--- src/hw/rtl/scha_pkg.sv ---
// Shared codes, types and the size-class function of the heap allocator core.
// Used by scha_class_map and size_class_heap_allocator_core; no dependencies.
package scha_pkg;

	localparam int CLS_IDX_W = 6;
	localparam int SIZE_W    = 17;

	localparam logic [1:0] CMD_ALLOC = 2'd0;
	localparam logic [1:0] CMD_FREE  = 2'd1;
	localparam logic [1:0] CMD_CLEAR = 2'd2;

	localparam logic [2:0] STAT_REUSED  = 3'd0;
	localparam logic [2:0] STAT_TOP     = 3'd1;
	localparam logic [2:0] STAT_OOM     = 3'd2;
	localparam logic [2:0] STAT_FREED   = 3'd3;
	localparam logic [2:0] STAT_IGNORED = 3'd4;
	localparam logic [2:0] STAT_NOOP    = 3'd5;

	typedef struct packed {
		logic                 hit;
		logic [CLS_IDX_W-1:0] idx;
		logic [SIZE_W-1:0]    size;
	} cls_info_t;

	// class size: alternating 1.5x / 4/3x steps, saturated at 17 bits
	function automatic logic [SIZE_W-1:0] cls_size(input int unsigned min_block,
			input int unsigned idx);
		longint unsigned cs;
		longint unsigned half;
		cs   = longint'(min_block);
		half = 0;
		for (int c = 0; c < 64; c++) begin
			if (c < idx) begin
				if ((c % 2) == 0) half = cs >> 1;
				cs = cs + half;
			end
		end
		if (cs >= (longint'(1) << SIZE_W)) return '1;
		return cs[SIZE_W-1:0];
	endfunction

endpackage

--- src/hw/rtl/scha_class_map.sv ---
// Size-class lookup: rounds a request size up to the first class that fits.
// Depends on scha_pkg (cls_size, cls_info_t).
module scha_class_map #(
	parameter int NUM_CLASSES = 64,
	parameter int MIN_BLOCK   = 8
) (
	input  logic [15:0]                 size,
	output scha_pkg::cls_info_t         info
);

	logic [scha_pkg::SIZE_W-1:0] tbl [NUM_CLASSES];
	logic [NUM_CLASSES-1:0]      fit;

	for (genvar g = 0; g < NUM_CLASSES; g++) begin : g_cls
		localparam logic [scha_pkg::SIZE_W-1:0] SZ = scha_pkg::cls_size(MIN_BLOCK, g);
		assign tbl[g] = SZ;
		assign fit[g] = ({1'b0, size} <= SZ);
	end

	always_comb begin
		info = '0;
		for (int g = NUM_CLASSES - 1; g >= 0; g--) begin
			if (fit[g]) begin
				info.hit  = 1'b1;
				info.idx  = (scha_pkg::CLS_IDX_W)'(g);
				info.size = tbl[g];
			end
		end
	end

endmodule

--- config.mk ---
export PLATFORM = sky130hd
export DESIGN_NAME = scha_class_map
export DESIGN_NICKNAME = d
export VERILOG_FILES = /design/src/hw/rtl/scha_pkg.sv /design/src/hw/rtl/scha_class_map.sv
export SDC_FILE = /design/constraint.sdc
export NUM_CORES = 1
export LEC_CHECK = 0
export BUFFER_PORTS_ARGS = -buffer_cell sky130_fd_sc_hd__buf_2
export CAP_MARGIN = 5
export CORE_ASPECT_RATIO = 1.75
export CORE_UTILIZATION = 30
export DETAILED_ROUTE_END_ITERATION = 12
export GPL_TIMING_DRIVEN = 0
export MAX_ROUTING_LAYER = met4
export PLACE_DENSITY = 0.61
export SYNTH_ARGS = -nofsm -noshare
export SYNTH_HDL_FRONTEND = slang
export SYNTH_SLANG_ARGS = --single-unit
--- constraint.sdc ---
create_clock -name vclk -period 9.5
set_input_delay 1.9 -clock vclk [all_inputs]
set_output_delay 1.9 -clock vclk [all_outputs]
set_load 0.01 [all_outputs]
==> metrics.csv <==
metric,value,unit
num_vias,1362,
die-area,3590,µm²
cellLeakagePower,0.498,nW
layout_min_cycle_time,6220,ps
hp-class,input port to primary output,
synth_area_leader_cell,nor2_1,
final_antenna_net_count,0,
n_antenna_cell,0,
ios,40,
ys_top_cells_by_area,"nor2_1, a21oi_1, nor3_1",
overflow,0,
die_x,45.7,µm
fill_cells,411,
first_pass_iters,6,
regArea,0,µm²
portBuffers,32,
rsz0062_at_grt,false,
start_util,31.6,%
vdd_drop_max,0.0000187,V
antenna_found_initial,0,
n_clock_buffer,0,
cp-start-kind,input port,
wl_met1,1.28,mm
dr_wl_met3,123,µm
ys_seq_area_share,0,%
critical_path_required,7600,ps
p_per_area,34.3,nW/µm²
maxSlewViolCount,0,
finalPower,42.1,µW
end_kind,primary output,
fin_setup_tns,0,ps
worst_slew_pin_slew,578,ps
highest_layer,met4,
grt_pass1_wl,5.17,mm
relSlewSlack,61.1,%
hold_ws,4250,ps
grt_max_degree,11,
synth_cells,168,
drive_above_1_share,22.3,%
cp.arrival,4320,ps
status,completed,
core-area,3180,µm²
period_share,65.5,%
synth_top_area_share,7.85,%
cts_setup_buffers,0,
setup_violations,0,
path_max_fanout,10,
avgSynthCellArea,5.98,µm²
hold_violations,0,
yosys_warnings,0,
die_y,78.6,µm
place_congestion,0.945,
wl_per_cell,12.9,µm
cts_hold_buf,0,
seq_cells,0,
syn2layout_area_growth,22.0,%
fin_nets,220,
cap_violations,0,
vias_per_cell,5.56,
fmax,161,MHz
post-dp-hpwl,2.62,mm
grt_pass1_vias,1181,
met2WireLength,1.69,mm
synth_area,1000,µm²
ys_types,45,
ctsResizeCount,0,
drc,0,
track_usage,18.4,%
worstSetupPathType,input port to primary output,
drt-total-wl,3.17,mm
multi_input_area,897,µm²
drt_iter0_drc,53,
row_count,27,
## logic make-up (layout without fill, tap and decap cells)
logic type / count (synthesis) / count (layout) / synth area share, %
AOI/OAI and AO/OA: 57 / 57 / 37.5
other: 2 / 4 / 0.747
muxes: 2 / 2 / 1.99
buffers and inverters: 24 / 56 / 11.5
xor gates and xnor gates: 2 / 2 / 1.74
adders and majority gates: 4 / 4 / 3.99
and+or+nand+nor: 77 / 77 / 42.6
## critical path: stages
cell and delay [ps]:
buf_2 100, buf_2 170, nor3_1 440, nand4_1 460, a311oi_1 410, a41oi_1 140
or4_1 540, buf_2 160
## Yosys cell counts, types with 4 or more instances
cell	instances
nand3_1	4
maj3_1	4
a21oi_1	14
or3_1	4
buf_4	4
nand2_1	14
nor2_1	21
o21ai_0	9
a31oi_1	8
inv_1	5
a211oi_1	6
nor3_1	11
or4_1	4
clkbuf_1	12
## routing by layer
| layer | track usage, % | up-vias |
|---|---|---|
| li1 | - | 698 |
| met1 | 20.0 | 611 |
| met2 | 34.9 | 47 |
| met3 | 0.230 | 6 |
| met4 | 4.12 | 0 |
| met5 | - | - |
## worst paths after layout
path | start | endpoint | cells after the start
min | size[3] | info[2] | 4
max | size[10] | info[17] | 8
## cell usage in the layout, fill, tap and decap left out, types with 3 or more instances in the layout
cell type  synthesis  final
nor3_1            11     11
inv_1              5      5
a21oi_1           14     14
a211oi_1           6      6
nand3_1            4      4
a21boi_0           3      3
buf_2              2     34
nand2_1           14     14
o21ai_0            9      9
a221oi_1           3      3
or4_1              4      4
buf_4              4      4
conb_1             2      4
or3_1              4      4
nor2_1            21     21
clkbuf_1          12     12
maj3_1             4      4
a31oi_1            8      8
nand4_1            3      3
## power breakdown
part           total, mW  internal [mW]  switching (mW)  leakage [nW]
Clock                  0              0               0             0
Combinational     0.0421         0.0164          0.0257         0.498
Sequential             0              0               0             0
## metrics by stage
stage / worst slack, ps / cell area (µm²) / std cells / utilization (%)
2_1_floorplan: 3800 / 1010 / 170 / -
3_3_place_gp: 3250 / 1230 / 245 / 38.6
3_5_place_dp: 3270 / 1230 / 245 / 38.6
4_1_cts: 3260 / 1230 / 245 / 38.6
5_1_grt: 3050 / 1230 / 245 / 38.6
6_report: 3280 / 1230 / 245 / 38.6
## area by class of cell
type,count,share of cell area (%)
multi-input cells,146,73.2
repair buffers,32,13.1
inverters,5,1.53
well taps,43,4.39
plain buffers,19,7.86
No activity file was read; power rests on OpenSTA's default activity.
